`src/hw/rtl/prl_pkg.sv`:
```
// shared types and constants for the positional record list
`timescale 1ns / 1ps
`default_nettype none
package prl_pkg;
    localparam int CAPACITY = 64;
    localparam int IDX_W    = $clog2(CAPACITY);
    localparam int CNT_W    = 7;

    localparam logic [2:0] KIND_INSERT = 3'd0;
    localparam logic [2:0] KIND_DELETE = 3'd1;
    localparam logic [2:0] KIND_MODIFY = 3'd2;
    localparam logic [2:0] KIND_GET    = 3'd3;
    localparam logic [2:0] KIND_FIND   = 3'd4;

    localparam logic [1:0] ST_DONE     = 2'd0;
    localparam logic [1:0] ST_BAD_POS  = 2'd1;
    localparam logic [1:0] ST_FULL     = 2'd2;
    localparam logic [1:0] ST_NO_KEY   = 2'd3;

    typedef struct packed {
        logic [63:0] key0;
        logic [63:0] key1;
        logic [31:0] key2;
        logic [63:0] name0;
        logic [63:0] name1;
        logic [63:0] name2;
        logic [47:0] name3;
        logic signed [31:0] cost;
    } t_record;

    // per-cell command from the list controller
    typedef struct packed {
        logic shift_up;
        logic shift_down;
        logic load;
    } t_cell_cmd;
endpackage
`default_nettype wire

```
`src/hw/rtl/prl_cell.sv`:
```
// one list slot: holds a record, shifts with its neighbors, compares keys
`timescale 1ns / 1ps
`default_nettype none
module prl_cell
    import prl_pkg::*;
(
    input  wire logic      i_clk,
    input  wire t_cell_cmd i_cmd,
    input  wire t_record   i_new,
    input  wire t_record   i_lower,
    input  wire t_record   i_upper,
    output t_record        o_rec,
    output logic           o_key_hit
);
    t_record r_rec;

    always_ff @(posedge i_clk) begin
        if (i_cmd.load) begin
            r_rec <= i_new;
        end else if (i_cmd.shift_up) begin
            r_rec <= i_lower;
        end else if (i_cmd.shift_down) begin
            r_rec <= i_upper;
        end
    end

    assign o_rec     = r_rec;
    assign o_key_hit = (r_rec.key0 == i_new.key0) && (r_rec.key1 == i_new.key1)
                       && (r_rec.key2 == i_new.key2);
endmodule
`default_nettype wire

```
`config.mk`:
```
export PLATFORM = sky130hd
export DESIGN_NAME = prl_cell
export DESIGN_NICKNAME = d
export VERILOG_FILES = /design/src/hw/rtl/prl_pkg.sv /design/src/hw/rtl/prl_cell.sv
export SDC_FILE = /design/constraint.sdc
export NUM_CORES = 1
export LEC_CHECK = 0
export ABC_CLOCK_PERIOD_IN_PS = 14500
export BUFFER_PORTS_ARGS = -buffer_cell sky130_fd_sc_hd__buf_2
export CAP_MARGIN = 40
export CORE_AREA = 3 3 680 682
export CTS_CLUSTER_SIZE = 30
export DETAILED_ROUTE_END_ITERATION = 10
export DIE_AREA = 0 0 683 685
export PLACE_DENSITY = 0.3
export SLEW_MARGIN = 5
export SYNTH_ARGS = -nofsm -noshare
export SYNTH_HDL_FRONTEND = slang
export SYNTH_SLANG_ARGS = --single-unit
export TNS_END_PERCENT = 10
```
`constraint.sdc`:
```
create_clock -name i_clk -period 14.5 [get_ports i_clk]
set_input_delay 1.45 -clock i_clk [delete_from_list [all_inputs] [get_ports i_clk]]
set_output_delay 1.45 -clock i_clk [all_outputs]
set_load 0.03 [all_outputs]
```
==> results.json, run 1 <==
{
  "slew_headroom_pct": 30.1,
  "synthCells": 2086,
  "critPathRequiredTime_ns": 13.05,
  "grt_first_pass_wirelength_um": 387000,
  "power.internal_mw": 2.98,
  "io_pins": 1733,
  "first_pass_iters": 5,
  "drv_slew": 0,
  "fin_nets": 5154,
  "crit_type": "primary input to primary output",
  "dr_total_vias": 26300,
  "die_y_um": 685,
  "cts_hold_buf": 0,
  "cap_viol_max_count": 0,
  "track_usage_pct": 13.5,
  "leakagePower_nw": 17.7,
  "num_rows": 248,
  "hp-class": "primary input to register",
  "sw_frac_of_total_pct": 40.3,
  "gp_congestion": 0.923,
  "dpl_cell_area_um2": 40200,
  "ant_nets": 0,
  "finalWirelength_um": 330000,
  "placeableCoreArea_um2": 456000,
  "arrival_ns": 4.32,
  "drc": 0,
  "timing.final.crit_share_pct": 39.8,
  "fp.dieArea_um2": 468000,
  "die_width_um": 683,
  "clkTransAtPathRegs_ns": 0.05,
  "synth_cell_type_count": 15,
  "root_buffer": "clkbuf_16",
  "cp_max_fo": 2,
  "grt_pass1_vias": 26900,
  "synth-warning-count": 0,
  "tightest_slew_ns": 1.04,
  "syn-num-nets": 3386,
  "overflow": 0,
  "rsz0062_at_grt": "false",
  "status": "complete, no violations",
  "cts_setup_buffers": 0,
  "wl_per_cell_um": 32.7,
  "synth-seq-area-share_pct": 55.0,
  "power.density_nw_per_um2": 117,
  "antenna_found_initial": 287,
  "hold_viol": 0,
  "place_hpwl_um": 300000,
  "initial_core_util_pct": 5.17,
  "clockBufferDepth": 4,
  "cts_resized": 0,
  "grt_max_degree": 99,
  "area_growth_pct": 80.5,
  "switching_power_mw": 2.01,
  "critPathLaunchType": "primary input",
  "power_frac_seq_pct": 33.1,
  "setup_viol": 0,
  "fin_setup_tns_ns": 0,
  "cts.sinks": 432,
  "period_needed_ns": 5.77,
  "vdd_drop_max_uv": 70.5,
  "end_kind": "primary output",
  "initialDrtViolationCount": 1770,
  "cts_tree": "done",
  "portBuffers": 1732,
  "avgSynthCellArea_um2": 11.3,
  "netlist_area_um2": 23600,
  "largest_reg_flops": 432,
  "clockPowerShare_pct": 36.2,
  "numCtsBuffers": 74,
  "post_route_cells_drive_above_1_share_pct": 50.0,
  "pwr-share-comb_pct": 30.7,
  "final_cell_area_um2": 42600,
  "post_drt_via_cell_ratio": 2.61,
  "synth.ff_latch_count": 432,
  "fmax_mhz": 173,
  "htreeDepth": 3
}
## synthesized netlist by cell type
master | number | area share, %
xor2_1 | 32 | 1.2
buf_6 | 17 | 0.81
nor4_2 | 2 | 0.11
nand2_1 | 432 | 6.9
edfxtp_1 | 432 | 55
buf_2 | 14 | 0.30
mux2i_1 | 432 | 18
buf_4 | 24 | 0.76
buf_1 | 1 | 0.016
o21ai_0 | 432 | 9.2
nor4_1 | 15 | 0.40
xnor2_1 | 128 | 4.7
clkbuf_1 | 88 | 1.4
or3_1 | 1 | 0.027
nand4_1 | 36 | 0.95
## worst max-delay path: stages
cell and delay, ns:
buf_2 0.18, xnor2_1 0.45, buf_4 0.25, nand4_1 0.15, nor4_4 0.63, nand4_1 0.27
nor4_2 0.47, buf_4 0.24, buf_2 0.21
## logic make-up after synthesis
kind of cell | Yosys count | share of synthesized area, %
AO/OA/AOI/OAI | 432 | 9.16
XOR/XNOR | 160 | 5.94
AND/OR/NAND/NOR | 486 | 8.35
buffers and inverters | 144 | 3.29
multiplexers | 432 | 18.3
flip-flops | 432 | 55.0
## stage by stage
step	setup slack (ns)	hold slack (ns)	util, %	std cells	power (mW)
after detailed placement	8.39	1.73	8.81	9903	3.28
final	8.73	0.952	9.33	10100	4.99
after global routing	8.48	0.874	9.32	10100	5.24
after floorplan	2.66	1.64	-	2086	2.20
after global placement	6.82	1.74	8.69	9852	3.26
after CTS	8.38	0.812	9.31	10000	5.18
## layer usage
layer  share of wire, %  global-route usage, %  wire, µm  vias to the layer above
li1                   -                      -         -                    11200
met4                2.8                   3.07      9300                      102
met5               0.20                      0       649                        -
met2                 50                   24.0    164000                     1658
met3                 13                   7.56     43000                      529
met1                 34                   13.5    112000                    12700
## power by group through the flow
| stage | Clock [mW] | Combinational, mW | Sequential [mW] |
|---|---|---|---|
| finish | 1.81 | 1.53 | 1.65 |
| global route | 1.93 | 1.64 | 1.67 |
| CTS | 1.91 | 1.61 | 1.66 |
| detailed placement | 0 | 1.61 | 1.68 |
| global placement | 0 | 1.58 | 1.68 |
| floorplan | 0 | 0.262 | 1.94 |
## layout by cell type (no fill, tap or decap), types with 2 or more instances in the layout
master / n
nand2_1: 432
nor4_1: 10
xor2_1: 32
buf_16: 5
buf_6: 4
o21ai_0: 429
bufinv_16: 6
xnor2_1: 122
mux2i_1: 431
nor4_2: 5
clkinv_2: 9
clkinv_4: 4
buf_2: 1736
o21ai_1: 3
clkinv_1: 21
buf_8: 4
nand4_1: 36
nor4_4: 2
clkbuf_1: 5
xnor2_2: 6
clkbuf_16: 74
inv_6: 5
buf_4: 85
edfxtp_1: 432
diode_2: 47
## worst paths after layout
check | from | end | slack [ns] | depth (start not counted)
worst max-delay path | i_new[297] | o_key_hit | 8.73 | 9
worst min-delay path | i_new[224] | o_rec[224] | 0.95 | 3
## cell type report
type | instances | area (µm²)
well taps | 6125 | 7660
clock inverters | 47 | 420
repair buffers | 1836 | 9600
diodes | 47 | 118
multi-input cells | 1510 | 9960
fillers | 53200 | 414000
flip-flops and latches | 432 | 13000
clock buffers | 79 | 1870
Power figures use the tool's default switching activity.
==> inputs of run 2 (changes only) <==
--- a/config.mk
+++ b/config.mk
@@ -5,7 +5,7 @@
 export SDC_FILE = /design/constraint.sdc
 export NUM_CORES = 1
 export LEC_CHECK = 0
-export ABC_CLOCK_PERIOD_IN_PS = 14500
+export ABC_CLOCK_PERIOD_IN_PS = 5400
 export BUFFER_PORTS_ARGS = -buffer_cell sky130_fd_sc_hd__buf_2
 export CAP_MARGIN = 40
 export CORE_AREA = 3 3 680 682
==> constraint.sdc (replaced) <==
create_clock -name i_clk -period 5.4 [get_ports i_clk]
set_input_delay 0.54 -clock i_clk [delete_from_list [all_inputs] [get_ports i_clk]]
set_output_delay 0.54 -clock i_clk [all_outputs]
set_load 0.03 [all_outputs]
==> run 2 against run 1 <==
- core utilization is 0.18 points higher
- critical path type unchanged
- critical endpoint unchanged
- cell count rose by 0.90%
- non-clock buffer count increased by 96
- die area stayed put
- power rose to 2.7 times the previous value
- sequential power increased to 2.6 times the previous value
==> results.json, run 2 (synthesized netlist as in run 1, its figures left out) <==
{
  "cp_max_fo": 2,
  "num_rows": 248,
  "wl_per_cell_um": 32.0,
  "vdd_drop_max_uv": 197,
  "grt_pass1_vias": 27200,
  "min_from": "i_new[175]",
  "track_usage_pct": 13.3,
  "setup.worst_path.start": "i_new[280]",
  "area_growth_pct": 84.0,
  "place_hpwl_um": 296000,
  "drc": 0,
  "fp.dieArea_um2": 468000,
  "post_drt_via_cell_ratio": 2.60,
  "first_pass_iters": 7,
  "power.density_nw_per_um2": 306,
  "critPathRequiredTime_ns": 4.86,
  "io_pins": 1733,
  "crit_type": "primary input to primary output",
  "cts_tree": "done",
  "ant_nets": 0,
  "fin_nets": 5248,
  "antenna_found_initial": 263,
  "rsz0062_at_grt": "false",
  "arrival_ns": 4.09,
  "post_route_cells_drive_above_1_share_pct": 48.6,
  "period_needed_ns": 4.63,
  "dp_cells": 9898,
  "layout_commonest_cell": "buf_2",
  "stdcell_count": 10200,
  "leakagePower_nw": 18.0,
  "timing.final.crit_share_pct": 85.7,
  "whs_ns": 0.0950,
  "htreeDepth": 3,
  "clockBufferDepth": 4,
  "numCtsBuffers": 72,
  "layout_common_cells": "buf_2, mux2i_1, nand2_1, o21ai_0, edfxtp_1",
  "initialDrtViolationCount": 2055,
  "clkTransAtPathRegs_ns": 0.06,
  "gp_congestion": 0.916,
  "drv_slew": 0,
  "initial_core_util_pct": 5.17,
  "finalWirelength_um": 326000,
  "die_width_um": 683,
  "slew_headroom_pct": 25.3,
  "grt_max_degree": 182,
  "fmax_mhz": 216,
  "dr_total_vias": 26400,
  "die_y_um": 685,
  "hp-class": "primary input to register",
  "hold_viol": 0,
  "critPathLaunchType": "primary input",
  "setup_viol": 0,
  "cts.sinks": 432,
  "portBuffers": 1732,
  "root_buffer": "clkbuf_16",
  "grt_first_pass_wirelength_um": 384000,
  "cap_viol_max_count": 0,
  "largest_reg_flops": 432,
  "power.total_mw": 13.3,
  "cts_setup_buffers": 0,
  "placeableCoreArea_um2": 456000,
  "end_kind": "primary output",
  "tightest_slew_ns": 1.12,
  "status": "complete, no violations",
  "fin_setup_tns_ns": 0,
  "overflow": 0
}
run 2: worst paths after layout:
check / end / cells past startpoint
worst max-delay path: o_key_hit / 11
worst min-delay path: o_rec[175] / 3
run 2: critical path: stages:
cell             delay (ns)
dlygate4sd3_1          0.54
buf_2                  0.15
xnor2_1                0.46
buf_4                  0.29
nand4_1                0.45
nor4_1                 0.48
clkdlybuf4s15_2        0.30
nand4_1                0.14
nor4_2                 0.28
buf_4                  0.21
buf_2                  0.21
run 2: cell type report:
type / instances / area, µm²
fillers: 53200 / 413000
flip-flops and latches: 432 / 13000
repair buffers: 1932 / 10600
multi-input cells: 1510 / 9900
well taps: 6125 / 7660
clock buffers: 82 / 1840
clock inverters: 42 / 404
diodes: 44 / 110
run 2: routing by layer:
metal	share of wire, %	wire (µm)	track usage, %
met1	34	112000	13.4
met2	50	162000	23.8
met3	13	43800	7.75
met4	2.5	7990	2.39
met5	0.15	489	0
run 2: repair_timing:
action | 4_1_cts | 5_1_grt
hold buffers | 101 | 0
gates resized for setup | 0 | 0
endpoints found under the hold margin | 100 | 0
run 2: stage by stage:
step	instance area [µm²]	utilization [%]	worst slack (ns)
2_1_floorplan	23600	-	0.997
3_3_place_gp	39900	8.74	0.0419
3_5_place_dp	40100	8.78	0.870
4_1_cts	43300	9.49	0.204
5_1_grt	43400	9.50	0.401
6_report	43400	9.52	0.771
run 2: power breakdown:
part           switching [mW]  internal (mW)  leakage, nW
clock network            2.02           2.74         1.09
registers               0.210           4.15         4.57
logic                    3.10           1.07         12.3
==> inputs of run 3 (changes only) <==
--- a/config.mk
+++ b/config.mk
@@ -8,11 +8,13 @@
 export ABC_CLOCK_PERIOD_IN_PS = 5400
 export BUFFER_PORTS_ARGS = -buffer_cell sky130_fd_sc_hd__buf_2
 export CAP_MARGIN = 40
-export CORE_AREA = 3 3 680 682
+export CELL_PAD_IN_SITES_DETAIL_PLACEMENT = 0
+export CELL_PAD_IN_SITES_GLOBAL_PLACEMENT = 2
+export CORE_AREA = 3 3 675 677
 export CTS_CLUSTER_SIZE = 30
 export DETAILED_ROUTE_END_ITERATION = 10
-export DIE_AREA = 0 0 683 685
-export PLACE_DENSITY = 0.3
+export DIE_AREA = 0 0 678 680
+export PLACE_DENSITY = 0.37
 export SLEW_MARGIN = 5
 export SYNTH_ARGS = -nofsm -noshare
 export SYNTH_HDL_FRONTEND = slang
==> run 3 against run 2 <==
- non-clock buffer count rose by 79
- power rose by 3.8%
- die area fell by 1.5%
- fmax fell by 2.5%
- sequential cell count did not move
- sequential share of layout area fell by 0.81 points
- count of clock-buffer cells in the layout rose by 12
- critical path type unchanged
- highest routed layer unchanged
==> results.json, run 3 (synthesized netlist as in run 1, its figures left out) <==
{
  "hp-class": "primary input to register",
  "finalWirelength_um": 344000,
  "initial_core_util_pct": 5.25,
  "whs_ns": 0.0844,
  "clockBufferDepth": 4,
  "multi_input_area_um2": 10000,
  "post_route_cells_drive_above_1_share_pct": 47.4,
  "tightest_slew_ns": 0.993,
  "layout_common_cells": "buf_2, nand2_1, edfxtp_1, o21ai_0, mux2i_1",
  "power.density_nw_per_um2": 309,
  "cts.sinks": 432,
  "leakagePower_nw": 18.6,
  "register_area_um2": 13000,
  "num_rows": 246,
  "layout_commonest_cell": "buf_2",
  "critPathSlowestCell": "nor4_1",
  "cp_max_fo": 2,
  "period_needed_ns": 4.75,
  "critPathLaunchType": "primary input",
  "fillers": 52400,
  "holdPathStages": 3,
  "cts_setup_buffers": 0,
  "overflow": 0,
  "hold_viol": 0,
  "fin_nets": 5335,
  "die_y_um": 680,
  "placeableCoreArea_um2": 449000,
  "power.total_mw": 13.8,
  "rsz0062_at_grt": "false",
  "place_ws_ns": 0.932,
  "post_drt_via_cell_ratio": 2.66,
  "dr_total_vias": 27000,
  "slew_headroom_pct": 33.1,
  "largest_reg_flops": 432,
  "area_growth_pct": 89.2,
  "worstHoldEndpoint": "o_rec[243]",
  "io_pins": 1733,
  "initialDrtViolationCount": 1791,
  "critical_path.cell_chain": "dlygate4sd3_1 > buf_2 > xnor2_1 > nand4_1 > buf_8 > nor4_1 > nand4_1 > nor4_4 > buf_8 > buf_2",
  "fmax_mhz": 211,
  "path_delay_family": "simple AND/OR/NAND/NOR gates",
  "grt_first_pass_wirelength_um": 406000,
  "wl_per_cell_um": 34.0,
  "min_from": "i_new[243]",
  "final_core_util_pct": 9.94,
  "fin_setup_tns_ns": 0,
  "cap_viol_max_count": 0,
  "portBuffers": 1732,
  "place_hpwl_um": 311000,
  "grt_max_degree": 180,
  "root_buffer": "clkbuf_16",
  "drc": 0,
  "drv_slew": 0,
  "htreeDepth": 3,
  "crit_type": "primary input to primary output",
  "max_stage_delay_ns": 0.57,
  "grt_pass1_vias": 27600,
  "first_pass_iters": 5,
  "timing.final.crit_share_pct": 87.9,
  "fp.dieArea_um2": 461000,
  "cts_tree": "done",
  "ant_nets": 0,
  "track_usage_pct": 14.3,
  "cp.buffers_inverters": 5,
  "antenna_found_initial": 354,
  "arrival_ns": 4.21,
  "die_width_um": 678,
  "status": "complete, no violations",
  "vdd_drop_max_uv": 208,
  "gp_congestion": 0.919,
  "clkTransAtPathRegs_ns": 0.05,
  "end_kind": "primary output",
  "setup_ws_ns": 0.654,
  "setup_viol": 0,
  "numCtsBuffers": 80,
  "critPathRequiredTime_ns": 4.86
}
run 3: cell count changes in the layout (fill, tap and decap cells not counted), sizes merged, moves of 5 or more:
cell / delta
dlygate4sd3: +101
diode: +28
clkbuf: +12
bufinv: +5
buf: -22
run 3: through the flow:
step	instances	area, µm²
3_5_place_dp	9703	39900
4_1_cts	10000	44500
6_report	10100	44700
2_1_floorplan	2086	23600
5_1_grt	10100	44500
3_3_place_gp	9671	39600
run 3: worst max path at each step:
stage,from,end,depth (start not counted)
global placement,i_new[418],o_key_hit,7
global route,i_new[303],o_key_hit,9
finish,i_new[412],o_key_hit,10
floorplan,i_cmd[2],o_rec[0],3
CTS,i_new[303],o_key_hit,9
detailed placement,i_new[360],o_key_hit,9
run 3: final cells by class:
| type | instances | area share [%] |
|---|---|---|
| multi-input cells | 1510 | 22.4 |
| clock inverters | 45 | 1.17 |
| repair buffers | 2011 | 25.7 |
| diodes | 72 | 0.403 |
| clock buffers | 94 | 4.60 |
| flip-flops and latches | 432 | 29.1 |
| well taps | 5952 | 16.7 |
run 3: what timing repair did:
action | in CTS | in global routing
hold buffers | 202 | 0
hold endpoints to repair | 193 | 0
gates resized for setup | 0 | 0
run 3: metal layers:
metal	part of all wire, %	track usage, %
met1	34	14.1
met2	48	24.8
met3	15	10.1
met4	2.3	2.39
met5	0.38	0
run 3: power by group:
part	internal, mW	switching [mW]	total (mW)
clock	3.23	2.19	5.42
combinational	1.11	2.89	4.00
sequential	4.15	0.220	4.37
